--- src/sv/fts_pkg.sv ---
// fts_pkg: shared types and constants for the foot trajectory stepper.
// Holds operation and register codes, FSM types, widths and reset values.
// No dependencies.
`timescale 1ns / 1ps

package fts_pkg;

	// Fixed datapath widths
	localparam int LW = 36;            // linear lane accumulator width
	localparam int WW = 54;            // Bezier accumulator width
	localparam int NLANE = 5;          // number of serial multiply lanes

	// Lanes of the first serial multiply pass
	localparam int LN_X = 0;
	localparam int LN_Y = 1;
	localparam int LN_Z = 2;
	localparam int LN_A = 3;
	localparam int LN_B = 4;

	localparam logic [16:0] PHASE_ONE = 17'd65536;
	localparam logic [4:0]  MUL_LAST  = 5'd16;
	localparam logic [3:0]  DIV_LAST  = 4'd15;

	// Operation codes
	localparam logic [1:0] OP_TICK   = 2'd0;
	localparam logic [1:0] OP_TARGET = 2'd1;
	localparam logic [1:0] OP_HOME   = 2'd2;

	// Configuration register indexes
	localparam logic [2:0] REG_HOME_X  = 3'd0;
	localparam logic [2:0] REG_HOME_Y  = 3'd1;
	localparam logic [2:0] REG_HOME_Z  = 3'd2;
	localparam logic [2:0] REG_TICK    = 3'd3;
	localparam logic [2:0] REG_THRESH  = 3'd4;
	localparam logic [2:0] REG_MIN_DUR = 3'd5;

	// Register reset values
	localparam logic [16:0] HOME_X_RST  = 17'd0;
	localparam logic [16:0] HOME_Y_RST  = 17'd655;
	localparam logic [16:0] HOME_Z_RST  = 17'd17367;
	localparam logic [15:0] TICK_RST    = 16'd655;
	localparam logic [15:0] THRESH_RST  = 16'd328;
	localparam logic [15:0] MIN_DUR_RST = 16'd655;

	typedef enum logic [3:0] {
		ST_IDLE,
		ST_DIV,
		ST_PREP,
		ST_MUL1,
		ST_MID,
		ST_MID2,
		ST_MUL2,
		ST_ZSET,
		ST_FIN
	} state_t;

	typedef enum logic [1:0] {
		DV_IDLE,
		DV_CHECK,
		DV_RUN
	} div_state_t;

	typedef struct packed {
		logic        done;
		logic [16:0] step;
	} div_stat_t;

endpackage

--- src/sv/fts_divider.sv ---
// fts_divider: radix-2 restoring divider for the phase step.
// Produces min(floor(65536*tick/divisor), 65536), one quotient bit a cycle.
// Depends on fts_pkg.
`timescale 1ns / 1ps

module fts_divider (
	input  logic              clk,
	input  logic              arst_n,
	input  logic              start,
	input  logic [15:0]       tick,
	input  logic [19:0]       divisor,
	output fts_pkg::div_stat_t stat
);
	import fts_pkg::*;

	div_state_t  st_q, st_d;
	logic [19:0] dvs_q;
	logic [19:0] rem_q;
	logic [15:0] quo_q;
	logic [3:0]  cnt_q;
	logic        done_q;
	logic [16:0] step_q;

	logic [20:0] rem2;
	logic [20:0] rem_sub;
	logic        ge;
	logic        sat;
	logic        last;

	assign rem2    = {rem_q, 1'b0};
	assign rem_sub = rem2 - {1'b0, dvs_q};
	assign ge      = rem2 >= {1'b0, dvs_q};
	// Quotient of at least one whole phase
	assign sat     = {4'b0, tick} >= dvs_q;
	assign last    = cnt_q == DIV_LAST;

	always_comb begin
		st_d = st_q;
		case (st_q)
			DV_IDLE:  if (start) st_d = DV_CHECK;
			DV_CHECK: st_d = sat ? DV_IDLE : DV_RUN;
			DV_RUN:   if (last) st_d = DV_IDLE;
			default:  st_d = DV_IDLE;
		endcase
	end

	always_ff @(posedge clk or negedge arst_n) begin
		if (!arst_n) begin
			st_q   <= DV_IDLE;
			cnt_q  <= '0;
			done_q <= 1'b0;
		end else begin
			st_q   <= st_d;
			done_q <= (st_q == DV_CHECK && sat) || (st_q == DV_RUN && last);
			if (st_q == DV_RUN) cnt_q <= cnt_q + 4'd1;
			else                cnt_q <= '0;
		end
	end

	always_ff @(posedge clk) begin
		case (st_q)
			DV_IDLE: begin
				if (start) dvs_q <= divisor;
			end
			DV_CHECK: begin
				rem_q <= {4'b0, tick};
				quo_q <= '0;
				if (sat) step_q <= PHASE_ONE;
			end
			DV_RUN: begin
				rem_q <= ge ? rem_sub[19:0] : rem2[19:0];
				quo_q <= {quo_q[14:0], ge};
				if (last) step_q <= {1'b0, quo_q[14:0], ge};
			end
			default: ;
		endcase
	end

	assign stat.done = done_q;
	assign stat.step = step_q;

endmodule

--- src/sv/foot_trajectory_stepper.sv ---
// foot_trajectory_stepper: top level of the per-leg foot trajectory generator.
// Holds the handshakes, registers, sequencer and bit-serial multiply lanes.
// Depends on fts_pkg and fts_divider.
`timescale 1ns / 1ps

// Usage
//   Request channel: in_valid / in_stall with operation, target_x/y/z,
//   move_duration and lift_height. A request is taken when in_valid is high
//   and in_stall is low. in_stall is high while a request is in work.
//   Result channel: out_valid / out_stall with pos_x/y/z, phase_now, in_swing
//   and move_done. Every request yields exactly one result.
//   Configuration: cfg_we writes cfg_data into register cfg_index; write only
//   while no request is in work. Unknown indexes are dropped.
// Sequencing, from the request that is taken to its result:
//   home and unused code go straight to the final state.
//   set target runs the 16-step serial divider, which it skips when the step saturates.
//   tick runs one pass for linear z and a second pass for Bezier z, on
//   the bit-serial multiplier that scans the 17 phase bits once per pass.
//   Requests are handled one at a time: a new one is taken only once the last has left the final state.
// The result register frees the request side: a new request is taken while a
// result waits, and if the receiver still stalls when the next result is ready,
// the block holds in its final state until the result register drains.
// Reset puts the foot at home with the move done and restores the registers.

module foot_trajectory_stepper (
	input  logic               clk,
	input  logic               arst_n,
	// request channel
	input  logic               in_valid,
	output logic               in_stall,
	input  logic [1:0]         operation,
	input  logic signed [16:0] target_x,
	input  logic signed [16:0] target_y,
	input  logic signed [16:0] target_z,
	input  logic [19:0]        move_duration,
	input  logic [15:0]        lift_height,
	// result channel
	output logic               out_valid,
	input  logic               out_stall,
	output logic signed [16:0] pos_x,
	output logic signed [16:0] pos_y,
	output logic signed [17:0] pos_z,
	output logic [16:0]        phase_now,
	output logic               in_swing,
	output logic               move_done,
	// configuration
	input  logic               cfg_we,
	input  logic [2:0]         cfg_index,
	input  logic [16:0]        cfg_data
);
	import fts_pkg::*;

	function automatic logic signed [LW-1:0] sxl17(input logic [16:0] v);
		return {{(LW-17){v[16]}}, v};
	endfunction

	function automatic logic signed [LW-1:0] sxl18(input logic [17:0] v);
		return {{(LW-18){v[17]}}, v};
	endfunction

	function automatic logic signed [WW-1:0] sxw(input logic [LW-1:0] v);
		return {{(WW-LW){v[LW-1]}}, v};
	endfunction

	// Configuration registers
	logic signed [16:0] home_x_q, home_y_q, home_z_q;
	logic [15:0]        tick_q, thresh_q, min_dur_q;

	// Trajectory state
	logic signed [16:0] start_q [3];
	logic signed [16:0] goal_q  [3];
	logic signed [16:0] cur_x_q, cur_y_q;
	logic signed [17:0] cur_z_q;
	logic [16:0]        progress_q;
	logic [16:0]        step_q;
	logic [15:0]        lift_q;
	logic               swing_q;

	// Sequencer
	state_t             state_q, state_d;
	logic [4:0]         cnt_q;

	// Serial multiply datapath
	logic [16:0]        mult_q;
	logic signed [17:0] m_q;
	logic signed [LW-1:0] opnd_q [NLANE];
	logic signed [LW-1:0] acc_q  [NLANE];
	logic signed [WW-1:0] bop_q;
	logic signed [WW-1:0] bacc_q;

	// Result register
	logic               out_valid_q;
	logic signed [16:0] pos_x_q, pos_y_q;
	logic signed [17:0] pos_z_q;
	logic [16:0]        phase_q;
	logic               swing_out_q;

	// Combinational helpers
	logic               accept;
	logic               out_load;
	logic               div_start;
	div_stat_t          div_st;
	logic [15:0]        min_eff;
	logic [19:0]        dur_eff;
	logic [17:0]        prog_sum;
	logic [16:0]        prog_next;
	logic signed [16:0] zmin;
	logic signed [17:0] m_next;
	logic signed [16:0] cur_z_clamp;
	logic signed [LW-1:0] x_new, y_new, z_new;
	logic signed [LW-1:0] a_full, b_full;

	assign accept    = in_valid && !in_stall;
	assign in_stall  = state_q != ST_IDLE;
	assign out_load  = (state_q == ST_FIN) && (!out_valid_q || !out_stall);
	assign div_start = accept && (operation == OP_TARGET);

	// A zero minimum acts as one; the divisor is never below it
	assign min_eff = (min_dur_q == 16'd0) ? 16'd1 : min_dur_q;
	assign dur_eff = (move_duration < {4'b0, min_eff}) ? {4'b0, min_eff} : move_duration;

	// Advance the phase, saturating at one whole phase
	assign prog_sum  = {1'b0, progress_q} + {1'b0, step_q};
	assign prog_next = (progress_q >= PHASE_ONE) ? progress_q :
	                   (prog_sum > {1'b0, PHASE_ONE}) ? PHASE_ONE : prog_sum[16:0];

	// Bezier control point: below the lower of start and goal by the lift
	assign zmin   = (start_q[2] < goal_q[2]) ? start_q[2] : goal_q[2];
	assign m_next = {zmin[16], zmin} - {2'b0, lift_q};

	// Clamp current z into the 17-bit start range
	assign cur_z_clamp = (cur_z_q[17] != cur_z_q[16]) ?
	                     (cur_z_q[17] ? -17'sd65536 : 17'sd65535) : cur_z_q[16:0];

	// Linear results: start + floor(delta*p / 2^16)
	assign x_new = sxl17(start_q[0]) + (acc_q[LN_X] >>> 16);
	assign y_new = sxl17(start_q[1]) + (acc_q[LN_Y] >>> 16);
	assign z_new = sxl17(start_q[2]) + (acc_q[LN_Z] >>> 16);

	// Bezier in de Casteljau form, all products by p:
	//   A = s*2^16 + p*(m-s), B = m*2^16 + p*(g-m), sum = A*2^16 + p*(B-A)
	assign a_full = (sxl17(start_q[2]) <<< 16) + acc_q[LN_A];
	assign b_full = (sxl18(m_q) <<< 16) + acc_q[LN_B];

	fts_divider u_div (
		.clk     (clk),
		.arst_n  (arst_n),
		.start   (div_start),
		.tick    (tick_q),
		.divisor (dur_eff),
		.stat    (div_st)
	);

	// Next state
	always_comb begin
		state_d = state_q;
		case (state_q)
			ST_IDLE: begin
				if (accept) begin
					case (operation)
						OP_TICK:   state_d = ST_PREP;
						OP_TARGET: state_d = ST_DIV;
						default:   state_d = ST_FIN;
					endcase
				end
			end
			ST_DIV:  if (div_st.done) state_d = ST_FIN;
			ST_PREP: state_d = ST_MUL1;
			ST_MUL1: if (cnt_q == MUL_LAST) state_d = ST_MID;
			ST_MID:  state_d = swing_q ? ST_MID2 : ST_FIN;
			ST_MID2: state_d = ST_MUL2;
			ST_MUL2: if (cnt_q == MUL_LAST) state_d = ST_ZSET;
			ST_ZSET: state_d = ST_FIN;
			ST_FIN:  if (out_load) state_d = ST_IDLE;
			default: state_d = ST_IDLE;
		endcase
	end

	// Control and trajectory state
	always_ff @(posedge clk or negedge arst_n) begin
		if (!arst_n) begin
			state_q     <= ST_IDLE;
			cnt_q       <= '0;
			out_valid_q <= 1'b0;
			home_x_q    <= HOME_X_RST;
			home_y_q    <= HOME_Y_RST;
			home_z_q    <= HOME_Z_RST;
			tick_q      <= TICK_RST;
			thresh_q    <= THRESH_RST;
			min_dur_q   <= MIN_DUR_RST;
			start_q[0]  <= HOME_X_RST;
			start_q[1]  <= HOME_Y_RST;
			start_q[2]  <= HOME_Z_RST;
			goal_q[0]   <= HOME_X_RST;
			goal_q[1]   <= HOME_Y_RST;
			goal_q[2]   <= HOME_Z_RST;
			cur_x_q     <= HOME_X_RST;
			cur_y_q     <= HOME_Y_RST;
			cur_z_q     <= {HOME_Z_RST[16], HOME_Z_RST};
			progress_q  <= PHASE_ONE;
			step_q      <= '0;
			lift_q      <= '0;
			swing_q     <= 1'b0;
		end else begin
			state_q <= state_d;

			if (out_load)       out_valid_q <= 1'b1;
			else if (!out_stall) out_valid_q <= 1'b0;

			if (state_q == ST_MUL1 || state_q == ST_MUL2) cnt_q <= cnt_q + 5'd1;
			else                                          cnt_q <= '0;

			if (cfg_we) begin
				case (cfg_index)
					REG_HOME_X:  home_x_q  <= cfg_data;
					REG_HOME_Y:  home_y_q  <= cfg_data;
					REG_HOME_Z:  home_z_q  <= cfg_data;
					REG_TICK:    tick_q    <= cfg_data[15:0];
					REG_THRESH:  thresh_q  <= cfg_data[15:0];
					REG_MIN_DUR: min_dur_q <= cfg_data[15:0];
					default: ;
				endcase
			end

			case (state_q)
				ST_IDLE: begin
					if (accept) begin
						case (operation)
							OP_TICK: begin
								progress_q <= prog_next;
							end
							OP_TARGET: begin
								// Capture the current position as the new start
								start_q[0] <= cur_x_q;
								start_q[1] <= cur_y_q;
								start_q[2] <= cur_z_clamp;
								goal_q[0]  <= target_x;
								goal_q[1]  <= target_y;
								goal_q[2]  <= target_z;
								progress_q <= '0;
								lift_q     <= lift_height;
								swing_q    <= lift_height > thresh_q;
							end
							OP_HOME: begin
								start_q[0] <= home_x_q;
								start_q[1] <= home_y_q;
								start_q[2] <= home_z_q;
								goal_q[0]  <= home_x_q;
								goal_q[1]  <= home_y_q;
								goal_q[2]  <= home_z_q;
								cur_x_q    <= home_x_q;
								cur_y_q    <= home_y_q;
								cur_z_q    <= {home_z_q[16], home_z_q};
								progress_q <= PHASE_ONE;
								step_q     <= '0;
								swing_q    <= 1'b0;
							end
							default: ;
						endcase
					end
				end
				ST_DIV: begin
					if (div_st.done) step_q <= div_st.step;
				end
				ST_MID: begin
					cur_x_q <= x_new[16:0];
					cur_y_q <= y_new[16:0];
					if (!swing_q) cur_z_q <= z_new[17:0];
				end
				ST_ZSET: begin
					cur_z_q <= bacc_q[49:32];
				end
				default: ;
			endcase
		end
	end

	// Serial multiply lanes and result payload
	always_ff @(posedge clk) begin
		case (state_q)
			ST_IDLE: begin
				if (accept) m_q <= m_next;
			end
			ST_PREP: begin
				opnd_q[LN_X] <= sxl17(goal_q[0]) - sxl17(start_q[0]);
				opnd_q[LN_Y] <= sxl17(goal_q[1]) - sxl17(start_q[1]);
				opnd_q[LN_Z] <= sxl17(goal_q[2]) - sxl17(start_q[2]);
				opnd_q[LN_A] <= sxl18(m_q) - sxl17(start_q[2]);
				opnd_q[LN_B] <= sxl17(goal_q[2]) - sxl18(m_q);
				for (int l = 0; l < NLANE; l++) begin
					acc_q[l] <= '0;
				end
				mult_q <= progress_q;
			end
			ST_MUL1: begin
				// Scan one phase bit, LSB first, across all lanes
				for (int l = 0; l < NLANE; l++) begin
					if (mult_q[0]) acc_q[l] <= acc_q[l] + opnd_q[l];
					opnd_q[l] <= opnd_q[l] <<< 1;
				end
				mult_q <= mult_q >> 1;
			end
			ST_MID: begin
				bacc_q <= sxw(a_full) <<< 16;
				bop_q  <= sxw(b_full);
			end
			ST_MID2: begin
				// B - A; bacc holds A*2^16 with clear low bits
				bop_q  <= bop_q - (bacc_q >>> 16);
				mult_q <= progress_q;
			end
			ST_MUL2: begin
				if (mult_q[0]) bacc_q <= bacc_q + bop_q;
				bop_q  <= bop_q <<< 1;
				mult_q <= mult_q >> 1;
			end
			default: ;
		endcase

		if (out_load) begin
			pos_x_q     <= cur_x_q;
			pos_y_q     <= cur_y_q;
			pos_z_q     <= cur_z_q;
			phase_q     <= progress_q;
			swing_out_q <= swing_q;
		end
	end

	assign out_valid = out_valid_q;
	assign pos_x     = pos_x_q;
	assign pos_y     = pos_y_q;
	assign pos_z     = pos_z_q;
	assign phase_now = phase_q;
	assign in_swing  = swing_out_q;
	assign move_done = phase_q >= PHASE_ONE;

`ifndef SYNTHESIS
	a_phase_range: assert property (@(posedge clk) disable iff (!arst_n)
		progress_q <= PHASE_ONE)
		else $error("phase beyond one whole phase");

	a_div_done_in_div: assert property (@(posedge clk) disable iff (!arst_n)
		div_st.done |-> state_q == ST_DIV)
		else $error("divider finished outside of a set target");

	a_result_from_fin: assert property (@(posedge clk) disable iff (!arst_n)
		$rose(out_valid_q) |-> $past(state_q) == ST_FIN)
		else $error("result loaded outside of the final state");

	a_mul1_to_mid: assert property (@(posedge clk) disable iff (!arst_n)
		(state_q == ST_MUL1 && cnt_q == MUL_LAST) |=> state_q == ST_MID)
		else $error("multiply pass did not end after the last phase bit");
`endif

endmodule

--- config.mk ---
export PLATFORM = sky130hd
export DESIGN_NAME = foot_trajectory_stepper
export DESIGN_NICKNAME = d
export VERILOG_FILES = /design/src/sv/fts_pkg.sv /design/src/sv/fts_divider.sv /design/src/sv/foot_trajectory_stepper.sv
export SDC_FILE = /design/constraint.sdc
export NUM_CORES = 2
export LEC_CHECK = 0
export ABC_AREA = 1
export BUFFER_PORTS_ARGS = -buffer_cell sky130_fd_sc_hd__buf_2
export CAP_MARGIN = 20
export CORE_MARGIN = 5
export CORE_UTILIZATION = 39
export DETAILED_ROUTE_END_ITERATION = 12
export PLACE_DENSITY = 0.6
export SETUP_SLACK_MARGIN = 0.2
export SYNTH_ARGS = -nofsm -noshare
export SYNTH_HDL_FRONTEND = slang
export SYNTH_SLANG_ARGS = --single-unit
--- constraint.sdc ---
create_clock -name clk -period 8.6 [get_ports clk]
set_input_delay 0.43 -clock clk [delete_from_list [all_inputs] [get_ports clk]]
set_output_delay 0.43 -clock clk [all_outputs]
set_load 0.03 [all_outputs]
==> run summary <==
status - finished, final reports clean
H-tree depth - 3
PortBufs - 186
R2R Path End - m_q[12]
total CTS buffers - 110
post-route ant nets - 0
Commonest cells post-synth - nand2_1, inv_1, a21oi_1
Final Max Tran Viols - 0
Total Routing Usage GR - 0.285
fillcell total - 18200
initial antenna violation count - 7
CTS tree - yes
Syn Area/Cell - 7.61 sq um
vias in the first global route - 62000
layout cells sized above 1 - 0.0735
Worst EP required - 9.20 ns
Vias/cell - 5.50
prevailing post-synth register cell - edfxtp_1
crit-path max cell delay - 0.74 ns
DP HPWL - 218000 um
row count - 154
DR iter-0 viols - 5669
crit-path max FO - 25
dpl cells - 11400
Slew @ Worst Pin - 1.22 ns
RD Place Congestion - 1.03
Worst Skew - 0.0464 ns
Peak VDD IR - 0.000211 V
DRC - 0
Skew-Pair Late Insertion Delay - 0.78 ns
Hold Vio Cnt, Final - 0
WL/cell - 23.3 um
Area Growth Syn to Fin - 11.9%
synth unique cells - 72
CP Cell Sequence - inv_1 -> ha_1 -> nor2_1 -> inv_1 -> nand2_1 -> o2111ai_2 -> nand3_4 -> nand2_4 -> o21ai_0 -> ha_1 -> fa_1 -> o21ai_1 -> a21oi_1 -> o21ai_1 -> a21oi_1 -> o21ai_1 -> xor2_1
Post-synth EDFFs - 629
Startpoint Class - register
Seq cells post-synth - 950
Min-Delay Startpoint - target_z[3]
post-synth top area cell - edfxtp_1
FF-to-FF path depth - 17
max-cap violations - 0
Post-synth ARST share - 0.338
Post-CTS Resized - 0
leakage power - 34.6 nW
Clk pin slew, worst setup/hold paths - 0.07 ns
DR vias - 64700
CP top delay family - compound AO/OA/AOI/OAI gates
CTS sink count - 950
cells after synthesis - 9066
setup TNS - 0 ns
CP Data Arrival Time - 5.73 ns
Die ar. - 185000 sq um
Post-Layout Inst Area - 77100 sq um
post-synthesis sequential area ratio - 0.392
CP Class - reg2reg
Top-Level Pins - 187
Power Density - 384 nW/um^2
drt first pass iters - 6
NumNets Final - 9997
largest net degree at the start of global routing - 173
final non-filler cell total - 11700
count leader, synth - nand2_1
most numerous cell on the critical path - o21ai_1
reg2reg setup slack - 3.47 ns
Slowest cell on crit path - dfrtp_1
slew margin rel. - 0.185
FF-to-FF Start - start_q[16]
CP Capture Type - register
Die X-Extent - 430 um
total gr overflow - 0
RSZ-0062 raised after global routing - false
post-synth top area share - 0.274
Die H - 430 um
effective utilization at floorplan - 0.392
worst hold endpoint - goal_q[3]
Placeable Area - 176000 sq um
largest cells by area after synthesis - edfxtp_1, nand2_1, ha_1
Root Driver - clkbuf_16
syn_nets - 9759
Cell Area, Placed - 72400 sq um
Mapped Area - 69000 sq um
endpoints failing setup - 0
HP Class - in2reg
first-pass GRT wire length - 401000 um
CTS Buffer Depth - 3
min Tclk post-route - 5.13 ns
highest clock rate - 0.195 GHz
Tcrit/Tclk final - 0.596
worst hold stages - 3
routed wire length - 273000 um
Bufs and invs on worst path - 2
Yosys warning count - 0
==> per-stage QoR <==
step           utilization  setup slack (ns)  power [mW]  hold slack, ns
4_1_cts              0.438              3.68        29.5          0.0123
6_report             0.438              3.47        29.6          0.0812
5_1_grt              0.438              3.29        31.7          0.0168
2_1_floorplan            -              2.96        19.1           0.134
3_3_place_gp         0.411              3.70        24.2           0.429
3_5_place_dp         0.412              3.68        24.2           0.434
==> per-layer routing <==
metal | routed length [um] | up-vias | part of all wire | global-route usage
met2 | 128000 | 2164 | 0.47 | 0.475
li1 | - | 31200 | - | -
met4 | 13800 | 0 | 0.050 | 0.120
met1 | 117000 | 30900 | 0.43 | 0.376
met3 | 14900 | 468 | 0.055 | 0.0332
met5 | 0 | - | 0 | 0
==> flip-flops by register name, summed over array words and instances, names as in the netlist, 18 cells and up <==
| name | count |
|---|---|
| acc_q | 172 |
| opnd_q | 172 |
| bacc_q | 54 |
| bop_q | 54 |
| goal_q | 51 |
| start_q | 51 |
| u_div.dvs_q | 20 |
| u_div.rem_q | 20 |
| cur_z_q | 18 |
| m_q | 18 |
| pos_z | 18 |
==> report_power, final <==
part	switching, mW	internal, mW	total, mW
Sequential	1.37	7.25	8.62
Clock	2.16	2.96	5.12
Combinational	10.8	5.06	15.9
==> cell type report <==
class,instances,area [sq um],area share
Multi-Input combinational cell,6772,36800,0.477
Sequential cell,950,27000,0.350
Inverter,1161,4360,0.0565
Clock buffer,134,2930,0.0380
Tap cell,2340,2930,0.0380
Timing Repair Buffer,309,2140,0.0277
Clock inverter,74,931,0.0121
Antenna cell,5,12.5,0.000162
==> worst max path at each step <==
stage,startpoint,endpoint,slack [ns],cells after the start
finish,start_q[16],m_q[12],3.47,17
global route,start_q[16],m_q[12],3.29,17
CTS,start_q[16],m_q[12],3.68,17
detailed placement,start_q[16],m_q[12],3.68,17
global placement,start_q[16],m_q[12],3.70,17
floorplan,state_q[2],opnd_q[0][0],2.96,3
==> layout by cell type (no fill, tap or decap), drive strengths merged, types with 19 or more instances in the layout <==
| master | count |
|---|---|
| a221oi | 20 |
| fa | 20 |
| a21oi | 837 |
| nand3b | 24 |
| o21bai | 60 |
| ha | 559 |
| xnor2 | 66 |
| o21ai | 730 |
| buf | 229 |
| nand2 | 2367 |
| dfstp | 76 |
| o211ai | 49 |
| clkinv | 39 |
| nand4 | 107 |
| nand3 | 572 |
| inv | 1170 |
| nor4 | 31 |
| a31oi | 55 |
| dlygate4sd3 | 80 |
| o221ai | 50 |
| nor3 | 75 |
| o22ai | 19 |
| or2 | 85 |
| dfrtp | 245 |
| edfxtp | 629 |
| xor2 | 74 |
| nor2 | 809 |
| clkbuf | 134 |
| a21o | 73 |
==> repair_timing <==
action                     in CTS  in global routing
setup buffers                   0                  0
hold buffers                   80                  0
hold endpoints to repair      148                  0
setup endpoints to repair       0                  0
==> logic make-up (layout without fill, tap and decap cells) <==
family / count (synthesis) / count (layout) / synth area share
AOI/OAI and AO/OA: 1962 / 1962 / 0.158
DFF: 950 / 950 / 0.392
buffers and inverters: 1344 / 1678 / 0.0755
other: 0 / 5 / 0
and+or+nand+nor: 4091 / 4091 / 0.249
xor gates and xnor gates: 140 / 140 / 0.0178
adders and majority gates: 579 / 579 / 0.107
==> tightest hold or removal path: stages <==
cell and delay (ns):
buf_2 0.11, nand2_1 0.14, o211ai_1 0.13
No activity file was read; power rests on OpenSTA's default activity.
